[src/rtl/wps_pkg.sv]
// Package with the shared types and constants of the pixel serializer.
`timescale 1ns / 1ps
package wps_pkg;

   localparam int CNT_W = 6;

   localparam logic [2:0] CSR_ZERO_HIGH = 3'd0;
   localparam logic [2:0] CSR_ZERO_LOW  = 3'd1;
   localparam logic [2:0] CSR_ONE_HIGH  = 3'd2;
   localparam logic [2:0] CSR_ONE_LOW   = 3'd3;
   localparam logic [2:0] CSR_GAP       = 3'd4;
   localparam logic [2:0] CSR_ORDER     = 3'd5;
   localparam logic [2:0] CSR_RGBW      = 3'd6;

   localparam logic [9:0]  RST_ZERO_HIGH = 10'd5;
   localparam logic [9:0]  RST_ZERO_LOW  = 10'd100;
   localparam logic [9:0]  RST_ONE_HIGH  = 10'd55;
   localparam logic [9:0]  RST_ONE_LOW   = 10'd45;
   localparam logic [15:0] RST_GAP       = 16'd8000;

   localparam logic [CNT_W-1:0] BITS_RGB  = 6'd24;
   localparam logic [CNT_W-1:0] BITS_RGBW = 6'd32;

   typedef struct packed {
      logic [9:0]  zero_high;
      logic [9:0]  zero_low;
      logic [9:0]  one_high;
      logic [9:0]  one_low;
      logic [15:0] gap;
      logic        order_grb;
      logic        rgbw;
   } cfg_type;

   typedef struct packed {
      logic [31:0] bits;
      logic        rgbw;
      logic        last;
   } item_type;

endpackage

[src/rtl/wps_front.sv]
// Front stage: accepts pixel words and orders their bytes into a bit word.
`timescale 1ns / 1ps
module wps_front (
   input  logic              clock,
   input  logic              reset,
   input  wps_pkg::cfg_type  cfg,
   input  logic              req_valid,
   output logic              req_stall,
   input  logic [7:0]        red,
   input  logic [7:0]        green,
   input  logic [7:0]        blue,
   input  logic              last_pixel,
   output logic              item_valid,
   output wps_pkg::item_type item,
   input  logic              item_stall
);
   import wps_pkg::*;

   logic     valid_ff, valid_in;
   item_type item_ff, item_in;
   logic     accept;

   assign req_stall  = valid_ff && item_stall;
   assign accept     = req_valid && !req_stall;
   assign item_valid = valid_ff;
   assign item       = item_ff;

   always_comb begin
      valid_in = accept ? 1'b1 : (item_stall ? valid_ff : 1'b0);
      item_in  = item_ff;
      if (accept) begin
         item_in.bits = cfg.order_grb ? {green, red, blue, 8'h00} : {red, green, blue, 8'h00};
         item_in.rgbw = cfg.rgbw;
         item_in.last = last_pixel;
      end
   end

   always_ff @(posedge clock) begin
      if (reset) begin
         valid_ff <= 1'b0;
      end else begin
         valid_ff <= valid_in;
      end
      item_ff <= item_in;
   end

endmodule

[src/rtl/wps_queue.sv]
// Short queue of ordered pixel words between the front and back stages.
`timescale 1ns / 1ps
module wps_queue #(
   parameter int DEPTH = 2
) (
   input  logic              clock,
   input  logic              reset,
   input  logic              push_valid,
   input  wps_pkg::item_type push_item,
   output logic              push_stall,
   output logic              pop_valid,
   output wps_pkg::item_type pop_item,
   input  logic              pop_stall
);
   import wps_pkg::*;

   localparam int PTR_W = (DEPTH > 1) ? $clog2(DEPTH) : 1;
   localparam int CNT_QW = $clog2(DEPTH + 1);
   localparam logic [PTR_W-1:0] LAST_PTR = PTR_W'(DEPTH - 1);
   localparam logic [CNT_QW-1:0] FULL_CNT = CNT_QW'(DEPTH);

   item_type          slot_ff [DEPTH];
   logic [PTR_W-1:0]  wr_ptr_ff, wr_ptr_in, rd_ptr_ff, rd_ptr_in;
   logic [CNT_QW-1:0] count_ff, count_in;
   logic              push, pop;

   assign push_stall = (count_ff == FULL_CNT);
   assign pop_valid  = (count_ff != '0);
   assign pop_item   = slot_ff[rd_ptr_ff];
   assign push       = push_valid && !push_stall;
   assign pop        = pop_valid && !pop_stall;

   always_comb begin
      wr_ptr_in = wr_ptr_ff;
      rd_ptr_in = rd_ptr_ff;
      count_in  = count_ff;
      if (push) begin
         wr_ptr_in = (wr_ptr_ff == LAST_PTR) ? '0 : wr_ptr_ff + 1'b1;
      end
      if (pop) begin
         rd_ptr_in = (rd_ptr_ff == LAST_PTR) ? '0 : rd_ptr_ff + 1'b1;
      end
      if (push && !pop) begin
         count_in = count_ff + 1'b1;
      end else if (pop && !push) begin
         count_in = count_ff - 1'b1;
      end
   end

   always_ff @(posedge clock) begin
      if (reset) begin
         wr_ptr_ff <= '0;
         rd_ptr_ff <= '0;
         count_ff  <= '0;
      end else begin
         wr_ptr_ff <= wr_ptr_in;
         rd_ptr_ff <= rd_ptr_in;
         count_ff  <= count_in;
      end
      if (push) begin
         slot_ff[wr_ptr_ff] <= push_item;
      end
   end

endmodule

[src/rtl/wps_back.sv]
// Back stage: shifts out one bit segment per cycle while the output is not stalled, and the frame latch gap.
`timescale 1ns / 1ps
module wps_back (
   input  logic              clock,
   input  logic              reset,
   input  wps_pkg::cfg_type  cfg,
   input  logic              item_valid,
   input  wps_pkg::item_type item,
   output logic              item_stall,
   output logic              rsp_valid,
   input  logic              rsp_stall,
   output logic [9:0]        rsp_high_ticks,
   output logic [15:0]       rsp_low_ticks,
   output logic              rsp_data_bit,
   output logic              rsp_is_reset_gap,
   output logic              rsp_last_of_run
);
   import wps_pkg::*;

   logic             busy_ff, busy_in;
   logic [CNT_W-1:0] cnt_ff, cnt_in;
   logic [31:0]      shift_ff, shift_in;
   logic             rgbw_ff, rgbw_in, last_ff, last_in;
   logic             valid_ff, valid_in;
   logic [9:0]       high_ff, high_in;
   logic [15:0]      low_ff, low_in;
   logic             bit_ff, bit_in, gap_ff, gap_in, fin_ff, fin_in;
   logic             adv, emit, load, at_gap, final_seg;
   logic [CNT_W-1:0] nbits;

   assign adv       = !valid_ff || !rsp_stall;
   assign nbits     = rgbw_ff ? BITS_RGBW : BITS_RGB;
   assign at_gap    = (cnt_ff == nbits);
   assign final_seg = last_ff ? at_gap : (cnt_ff == nbits - 1'b1);
   assign emit      = busy_ff && adv;
   assign load      = item_valid && (!busy_ff || (emit && final_seg));
   assign item_stall = !load;

   always_comb begin
      busy_in  = busy_ff;
      cnt_in   = cnt_ff;
      shift_in = shift_ff;
      rgbw_in  = rgbw_ff;
      last_in  = last_ff;
      valid_in = adv ? 1'b0 : valid_ff;
      high_in  = high_ff;
      low_in   = low_ff;
      bit_in   = bit_ff;
      gap_in   = gap_ff;
      fin_in   = fin_ff;
      if (emit) begin
         valid_in = 1'b1;
         cnt_in   = cnt_ff + 1'b1;
         shift_in = {shift_ff[30:0], 1'b0};
         fin_in   = final_seg;
         if (final_seg) begin
            busy_in = 1'b0;
         end
         if (at_gap) begin
            high_in = '0;
            low_in  = cfg.gap;
            bit_in  = 1'b0;
            gap_in  = 1'b1;
         end else begin
            high_in = shift_ff[31] ? cfg.one_high : cfg.zero_high;
            low_in  = {6'd0, shift_ff[31] ? cfg.one_low : cfg.zero_low};
            bit_in  = shift_ff[31];
            gap_in  = 1'b0;
         end
      end
      if (load) begin
         busy_in  = 1'b1;
         cnt_in   = '0;
         shift_in = item.bits;
         rgbw_in  = item.rgbw;
         last_in  = item.last;
      end
   end

   always_ff @(posedge clock) begin
      if (reset) begin
         busy_ff  <= 1'b0;
         valid_ff <= 1'b0;
      end else begin
         busy_ff  <= busy_in;
         valid_ff <= valid_in;
      end
      cnt_ff   <= cnt_in;
      shift_ff <= shift_in;
      rgbw_ff  <= rgbw_in;
      last_ff  <= last_in;
      high_ff  <= high_in;
      low_ff   <= low_in;
      bit_ff   <= bit_in;
      gap_ff   <= gap_in;
      fin_ff   <= fin_in;
   end

   assign rsp_valid        = valid_ff;
   assign rsp_high_ticks   = high_ff;
   assign rsp_low_ticks    = low_ff;
   assign rsp_data_bit     = bit_ff;
   assign rsp_is_reset_gap = gap_ff;
   assign rsp_last_of_run  = fin_ff;

endmodule

[src/rtl/ws2812_pixel_serializer_unit.sv]
// Top level of the single-wire LED pixel serializer with its register file.
//
//   Channel  Direction  Handshake              Word
//   req      in         req_valid / req_stall  red, green, blue, last_pixel
//   rsp      out        rsp_valid / rsp_stall  high/low ticks, bit, gap, last
//   csr      in         csr_write_enable       csr_index, csr_wdata
//
// The back stage emits one segment per cycle while the output is not stalled, so a pixel
// gives 24 segments, 32 in RGBW mode; a frame's last pixel adds one latch gap segment.
// An accepted pixel passes the front register, a queue slot and the back shift register.
// Reset is synchronous; it empties the queue and loads the default timing registers.
// A stalled output holds its word; the front accepts until queue and its register fill.
`timescale 1ns / 1ps
module ws2812_pixel_serializer_unit #(
   parameter int QUEUE_DEPTH = 2
) (
   input  logic        clock,
   input  logic        reset,
   input  logic        req_valid,
   output logic        req_stall,
   input  logic [7:0]  req_red,
   input  logic [7:0]  req_green,
   input  logic [7:0]  req_blue,
   input  logic        req_last_pixel,
   output logic        rsp_valid,
   input  logic        rsp_stall,
   output logic [9:0]  rsp_high_ticks,
   output logic [15:0] rsp_low_ticks,
   output logic        rsp_data_bit,
   output logic        rsp_is_reset_gap,
   output logic        rsp_last_of_run,
   input  logic        csr_write_enable,
   input  logic [2:0]  csr_index,
   input  logic [15:0] csr_wdata
);
   import wps_pkg::*;

   cfg_type  cfg_ff, cfg_in;
   logic     front_valid, front_stall, q_valid, q_stall;
   item_type front_item, q_item;

   always_comb begin
      cfg_in = cfg_ff;
      if (csr_write_enable) begin
         case (csr_index)
            CSR_ZERO_HIGH: cfg_in.zero_high = csr_wdata[9:0];
            CSR_ZERO_LOW:  cfg_in.zero_low  = csr_wdata[9:0];
            CSR_ONE_HIGH:  cfg_in.one_high  = csr_wdata[9:0];
            CSR_ONE_LOW:   cfg_in.one_low   = csr_wdata[9:0];
            CSR_GAP:       cfg_in.gap       = csr_wdata;
            CSR_ORDER:     cfg_in.order_grb = csr_wdata[0];
            CSR_RGBW:      cfg_in.rgbw      = csr_wdata[0];
            default:       cfg_in = cfg_ff;
         endcase
      end
   end

   always_ff @(posedge clock) begin
      if (reset) begin
         cfg_ff.zero_high <= RST_ZERO_HIGH;
         cfg_ff.zero_low  <= RST_ZERO_LOW;
         cfg_ff.one_high  <= RST_ONE_HIGH;
         cfg_ff.one_low   <= RST_ONE_LOW;
         cfg_ff.gap       <= RST_GAP;
         cfg_ff.order_grb <= 1'b1;
         cfg_ff.rgbw      <= 1'b0;
      end else begin
         cfg_ff <= cfg_in;
      end
   end

   wps_front u_front (
      .clock      (clock),
      .reset      (reset),
      .cfg        (cfg_ff),
      .req_valid  (req_valid),
      .req_stall  (req_stall),
      .red        (req_red),
      .green      (req_green),
      .blue       (req_blue),
      .last_pixel (req_last_pixel),
      .item_valid (front_valid),
      .item       (front_item),
      .item_stall (front_stall)
   );

   wps_queue #(
      .DEPTH (QUEUE_DEPTH)
   ) u_queue (
      .clock      (clock),
      .reset      (reset),
      .push_valid (front_valid),
      .push_item  (front_item),
      .push_stall (front_stall),
      .pop_valid  (q_valid),
      .pop_item   (q_item),
      .pop_stall  (q_stall)
   );

   wps_back u_back (
      .clock            (clock),
      .reset            (reset),
      .cfg              (cfg_ff),
      .item_valid       (q_valid),
      .item             (q_item),
      .item_stall       (q_stall),
      .rsp_valid        (rsp_valid),
      .rsp_stall        (rsp_stall),
      .rsp_high_ticks   (rsp_high_ticks),
      .rsp_low_ticks    (rsp_low_ticks),
      .rsp_data_bit     (rsp_data_bit),
      .rsp_is_reset_gap (rsp_is_reset_gap),
      .rsp_last_of_run  (rsp_last_of_run)
   );

   a_gap_word : assert property (@(posedge clock) disable iff (reset)
      rsp_valid && rsp_is_reset_gap |->
         rsp_last_of_run && !rsp_data_bit && rsp_high_ticks == 10'd0)
      else $error("latch gap word is malformed");

   a_one_timing : assert property (@(posedge clock) disable iff (reset)
      rsp_valid && !rsp_is_reset_gap && rsp_data_bit |->
         rsp_high_ticks == cfg_ff.one_high)
      else $error("one bit carries wrong high time");

   a_reset_empty : assert property (@(posedge clock)
      reset |=> !rsp_valid)
      else $error("output word valid right after reset");

endmodule

[config.mk]
export PLATFORM = sky130hd
export DESIGN_NAME = ws2812_pixel_serializer_unit
export DESIGN_NICKNAME = d
export VERILOG_FILES = /design/src/rtl/wps_pkg.sv /design/src/rtl/wps_front.sv /design/src/rtl/wps_queue.sv /design/src/rtl/wps_back.sv /design/src/rtl/ws2812_pixel_serializer_unit.sv
export SDC_FILE = /design/constraint.sdc
export NUM_CORES = 1
export LEC_CHECK = 0
export BUFFER_PORTS_ARGS = -buffer_cell sky130_fd_sc_hd__buf_2
export CAP_MARGIN = 25
export CORE_MARGIN = 2
export CORE_UTILIZATION = 58
export DETAILED_ROUTE_END_ITERATION = 10
export HOLD_SLACK_MARGIN = 0.12
export PLACE_DENSITY = 0.83
export SLEW_MARGIN = 20
export SYNTH_ARGS = -nofsm -noshare
export SYNTH_HDL_FRONTEND = slang
export SYNTH_SLANG_ARGS = --single-unit
[constraint.sdc]
create_clock -name clock -period 4.1 [get_ports clock]
set_input_delay 0.82 -clock clock [delete_from_list [all_inputs] [get_ports clock]]
set_output_delay 0.82 -clock clock [all_outputs]
set_load 0.02 [all_outputs]
Word-level counts from Yosys, hierarchy flattened
Memory sizes are Yosys's and may differ from the RTL's. A register that Yosys moved wholly into a read port is not among the register bits.
Index checks and enable logic that the tools add are counted.
{ "word_totals": {"mem_bits_rw": 68, "mem_count": 1, "inputBits": 49, "out_inout_bits": 31, "reg_bits": 168} }
{ "mem_list": {"columns": ["memory", "words", "width", "read_ports", "rd_ports_with_merged_regs", "wr", "line_no", "text"], "rows": [
  ["u_queue.slot_ff", 2, 34, 1, 1, 1, "wps_queue.sv:22", "item_type slot_ff [DEPTH];"]
]} }
{ "op_classes": {"addsub": 6, "n_eq_ne": 10, "reduce_logical": 32, "muxes": 24} }
{ "ops": {"columns": ["op", "n"], "rows": [
  ["two-way mux 32 bit", 3],
  ["two-way mux 10 bit", 3],
  ["AND reduction 2 bit", 8],
  ["two-way mux 1 bit", 15],
  ["equality test 6 bit", 2],
  ["nonzero test 2 bit", 5],
  ["equality test 3 bit, second input constant", 3],
  ["logical AND 1 bit", 9],
  ["logical NOT 1 bit", 7],
  ["adder 6 x 1 -> 6 bit, second input constant", 1],
  ["equality test 3 x 2 -> 1 bit, second input constant", 2],
  ["two-way mux 6 bit", 1],
  ["subtractor 6 x 1 -> 6 bit, second input constant", 1],
  ["two-way mux 2 bit", 2],
  ["equality test 3 x 1 -> 1 bit, second input constant", 1],
  ["logical NOT 3 bit", 1],
  ["adder 1 bit, second input constant", 2],
  ["adder 2 x 1 -> 2 bit, second input constant", 1],
  ["equality test 2 bit, second input constant", 1],
  ["logical OR 1 bit", 2],
  ["!= test 2 bit, second input constant", 1],
  ["subtractor 2 x 1 -> 2 bit, second input constant", 1]
]} }

Longest topological paths before layout
{ "depth": {"ltp_word": 11, "mapped_depth": 9} }

Modules after synthesis
From an unflattened synthesis, not the netlist that was laid out.
{ "unflattened": {"cells_unflattened": 633, "area_unflattened_um2": 9480.3} }
{ "modules_own_cells": {"columns": ["module", "cells_per_inst", "seq_area_each_um2", "instances", "area_each_um2"], "rows": [
  ["wps_back", 214, 2052.0, 1, 3271.9],
  ["wps_queue", 131, 2142.1, 1, 2670.1],
  ["ws2812_pixel_serializer_unit", 230, 1161.1, 1, 2403.6],
  ["wps_front", 58, 800.8, 1, 1134.8]
]} }

Least setup slack after synthesis
No wires, ideal clock.
{ "synth_path": {"kind": "input to register", "start": "in rsp_stall", "end": "reg u_back.shift_ff[10], enable pin", "required_ns": 3.719, "n_path_buf": 0, "path_stages": 2, "setup_slack_ns": 0.469, "t_arrival_ns": 3.250, "setup_ns": 0.381, "path_cell_list": "a21boi_1 or2b_1"} }
{ "synth_between": {"elab_chain_len": 7} }
{ "synth_rtl": {"columns": ["element", "line_no", "text"], "rows": [
  ["from (decl)", "ws2812_pixel_serializer_unit.sv:26", "input logic rsp_stall,"],
  ["logical NOT 1 bit (*)", "wps_back.sv:31", "assign adv = !valid_ff || !rsp_stall;"],
  ["logical OR 1 bit (*)", "wps_back.sv:31", null],
  ["logical AND 1 bit (*)", "wps_back.sv:35", "assign emit = busy_ff && adv;"],
  ["logical AND 1 bit", "wps_back.sv:36", "assign load = item_valid && (!busy_ff || (emit && final_seg));"],
  ["logical OR 1 bit", "wps_back.sv:36", null],
  ["logical AND 1 bit", "wps_back.sv:36", null],
  ["nonzero test 2 bit (no line) (*)", null, null],
  ["to (signal assigned)", "wps_back.sv:89", "shift_ff <= shift_in;"],
  ["to (decl)", "wps_back.sv:22", "logic [31:0] shift_ff, shift_in;"]
]} }
Every way passes the cells marked *; elsewhere a longest branch is shown, timed or not.
A chain may end at the register's enable or synchronous reset.

Worst setup path in the final report
{ "layout_path": {"start": "reg u_back.cnt_ff[0]", "end": "reg u_back.shift_ff[15], enable pin"} }
{ "layout_between": {"elab_chain_len": 6} }
{ "layout_rtl": {"columns": ["element", "line_no", "text"], "rows": [
  ["from (decl)", "wps_back.sv:21", "logic [CNT_W-1:0] cnt_ff, cnt_in;"],
  ["from (signal assigned)", "wps_back.sv:88", "cnt_ff <= cnt_in;"],
  ["equality test 6 bit (on tied branches)", "wps_back.sv:34, wps_back.sv:33", null],
  ["two-way mux 1 bit (*)", "wps_back.sv:34", "assign final_seg = last_ff ? at_gap : (cnt_ff == nbits - 1'b1);"],
  ["logical AND 1 bit (*)", "wps_back.sv:36", null],
  ["logical OR 1 bit (*)", "wps_back.sv:36", null],
  ["logical AND 1 bit (*)", "wps_back.sv:36", null],
  ["nonzero test 2 bit (no line) (*)", null, null]
]} }
Marked as above.

==> out/metrics.cfg <==
[routing]
avgViaCountPerCell = 5.53
drt_wl_total_um = 15300
post_drt_wl_per_cell_um = 17.3
drc = 0
drt_iter0_markers = 459
ant_nets = 0
firstDrtPassIters = 5
via_count = 4892

[synth]
synth_edf_count = 133
synth-async-reset-ratio = 0
synthesis.area_mm2 = 0.00810
post-synth-top-area-fraction = 0.493
synth_most_common_cell = edfxtp_1
syn_inst = 614
synth_flop_cell = edfxtp_1
ys_top_cells_by_count = edfxtp_1, nand2_1, dfxtp_1, mux2_2, a21oi_1
synth_area_leaders = edfxtp_1, dfxtp_1, mux2_2
syn_nets = 666
avgSynthCellArea_um2 = 13.2
yosysWarnings = 0
ys_seq_area_frac = 0.671
synth_top_area_cell = edfxtp_1
yosysUniqueCellTypes = 41
ys_seq_elements = 205

[clock_tree]
cts_sinks = 205
cts_setup_buffers = 0
cts_tree = yes
cts.path.max_buffers = 3
clk_latency_ps = 480
htree_levels = 1
path_clk_slew_ps = 60
numCtsBuffers = 20
post_cts_resized = 0
cts_root_buf = clkbuf_16
cts_hold_buf = 0

[global_routing]
grtUsageTotal = 0.209
grt_start_max_net_pins = 49
overflow = 0
grt_pass1_vias = 5044
grt_antenna_before_repair = 0
grt_pass1_wl_um = 24200

[finish]
layout-drive-gt1-share = 0.267
nNetsFinal = 744
n_antenna_cell = 0
fill_cells = 923
ff_latch_area_mm2 = 0.00544
area_growth_pct = 14.4
multi_input_area_mm2 = 0.00250

[worst_setup_path]
crit_path_top_delay_cell = or2b_1
worstSetupPathType = reg -> reg
path_cells = ha_1 -> nand4b_1 -> o41ai_1 -> a31oi_4 -> or2b_1
critPathLaunchType = flop
crit_end = u_back.shift_ff[15]$_DFFE_PP_
reg2reg_slack_ps = 1430
worst_ep_arrival_time_ps = 2770
critPathLaunch = u_back.cnt_ff[0]$_SDFFE_PP0P_
critPathMaxStageDelay_ps = 850
worstReg2RegEnd = u_back.shift_ff[15]$_DFFE_PP_
required_ps = 4200
reg2reg_depth = 5
path_max_fanout = 24
cp-end-kind = flop
worst_r2r_startpoint = u_back.cnt_ff[0]$_SDFFE_PP0P_

[power_and_ir_drop]
powerDensity_mw_per_mm2 = 644
ir_worst_vdd_uv = 381
leakagePower_nw = 3.54

[placement]
gp_congestion = 0.815
hpwl_um = 9420
io_buffers = 79

[hold_path]
hp-class = reg -> reg

[sta]
clock_skew_ps = 11.0
setup_violations = 0
rsz0062_at_grt = false
relSlewSlack = 0.340
finalCriticalPeriod_ps = 2670
max_freq_ghz = 0.374
final-hold-violation-count = 0
period_share = 0.652
worst_pin_slew_ps = 990
holdWs_ps = 446
finalSetupTns_ps = 0
drv_slew = 0

[floorplan]
io_pins = 80
initial_core_util = 0.588
die_h_um = 122
die_w_um = 122
num_rows = 43
coreArea_mm2 = 0.0138
die-area_mm2 = 0.0149

[status]
status = finished clean

[flow_run]
cap_viol_max_count = 0

-- cell families (layout without fill, tap and decap cells) --
logic type	Yosys count	count (layout)	share of synthesized area
compound gates	59	59	0.0412
xor+xnor	9	9	0.00973
buf+inv	36	127	0.0230
simple gates	213	213	0.120
flops	205	205	0.671
fa+ha+maj	3	3	0.00463
mux	89	89	0.131
-- cell type report --
type                            count  share of cell area
Sequential cell                   205               0.586
Multi-Input combinational cell    373               0.270
Clock buffer                       29              0.0631
Timing Repair Buffer               87              0.0491
Tap cell                          180              0.0243
Clock inverter                      6             0.00540
Inverter                            5             0.00229
-- worst min-delay path by stage --
stage | depth (start not counted) | slack [ps] | end | start
floorplan | 0 | 410 | u_front.item[1]$_DFFE_PP_ | cfg_ff[0]$_SDFFE_PP0P_
global placement | 0 | 420 | u_front.item[1]$_DFFE_PP_ | cfg_ff[0]$_SDFFE_PP0P_
detailed placement | 0 | 420 | u_front.item[1]$_DFFE_PP_ | cfg_ff[0]$_SDFFE_PP0P_
CTS | 0 | 450 | u_queue.slot_ff[1][27]$_DFFE_PP_ | u_front.item[27]$_DFFE_PP_
global route | 0 | 450 | u_queue.slot_ff[1][27]$_DFFE_PP_ | u_front.item[27]$_DFFE_PP_
finish | 0 | 450 | u_queue.slot_ff[1][23]$_DFFE_PP_ | u_front.item[23]$_DFFE_PP_
-- power breakdown --
group / switching [mW] / internal [mW] / total, mW
clock network: 0.712 / 1.05 / 1.76
logic: 0.688 / 0.637 / 1.32
registers: 0.199 / 2.69 / 2.89
-- cell usage in the layout, fill, tap and decap left out, drive strengths merged, types with 2 or more instances in the layout --
| cell type | Yosys | layout |
|---|---|---|
| a21oi | 41 | 41 |
| and2 | 9 | 9 |
| and3 | 4 | 4 |
| buf | 9 | 87 |
| clkbuf | 22 | 29 |
| clkinv | 0 | 5 |
| dfxtp | 72 | 72 |
| edfxtp | 133 | 133 |
| ha | 3 | 3 |
| inv | 5 | 5 |
| mux2 | 66 | 66 |
| mux2i | 23 | 23 |
| nand2 | 129 | 129 |
| nand3 | 4 | 4 |
| nand3b | 20 | 20 |
| nand4 | 2 | 2 |
| nand4bb | 2 | 2 |
| nor2 | 29 | 29 |
| nor2b | 6 | 6 |
| nor3 | 2 | 2 |
| o21ai | 11 | 11 |
| or2b | 3 | 3 |
| xor2 | 8 | 8 |
-- per-layer routing --
layer / vias to the layer above / global-route usage / share of wire
met5: - / 0.00347 / 0
met1: 2335 / 0.269 / 0.40
li1: 2326 / - / -
met2: 194 / 0.345 / 0.50
met3: 37 / 0.0393 / 0.071
met4: 0 / 0.0912 / 0.027
-- critical path: cells and delay by family (launching register included) --
family,cells,cell delay (ps)
adder cells (fa/ha/maj),1,240
AO/OA/AOI/OAI,2,620
flip-flops,1,400
AND/OR/NAND/NOR,2,1020
-- stage by stage --
| stage | cell area (µm²) | total power, mW | setup slack [ps] | std cells | utilization |
|---|---|---|---|---|---|
| after global placement | 8640 | 4.14 | 1180 | 850 | 0.627 |
| after global routing | 9270 | 6.21 | 1290 | 885 | 0.673 |
| after floorplan | 8100 | 3.94 | 469 | 614 | - |
| after detailed placement | 8640 | 4.23 | 1060 | 850 | 0.627 |
| final | 9270 | 5.97 | 1430 | 885 | 0.673 |
| after CTS | 9270 | 6.00 | 1420 | 885 | 0.673 |
-- sequential cells by signal, indices dropped and copies added, names as in the netlist, 2 cells and up, named ones only --
signal,count
cfg_ff,58
u_queue.slot_ff,52
u_front.item,26
u_back.shift_ff,24
u_back.rsp_low_ticks,16
u_back.rsp_high_ticks,10
u_back.cnt_ff,6
u_queue.count_ff,2
Note: power is estimated with default switching activity, not from simulation.
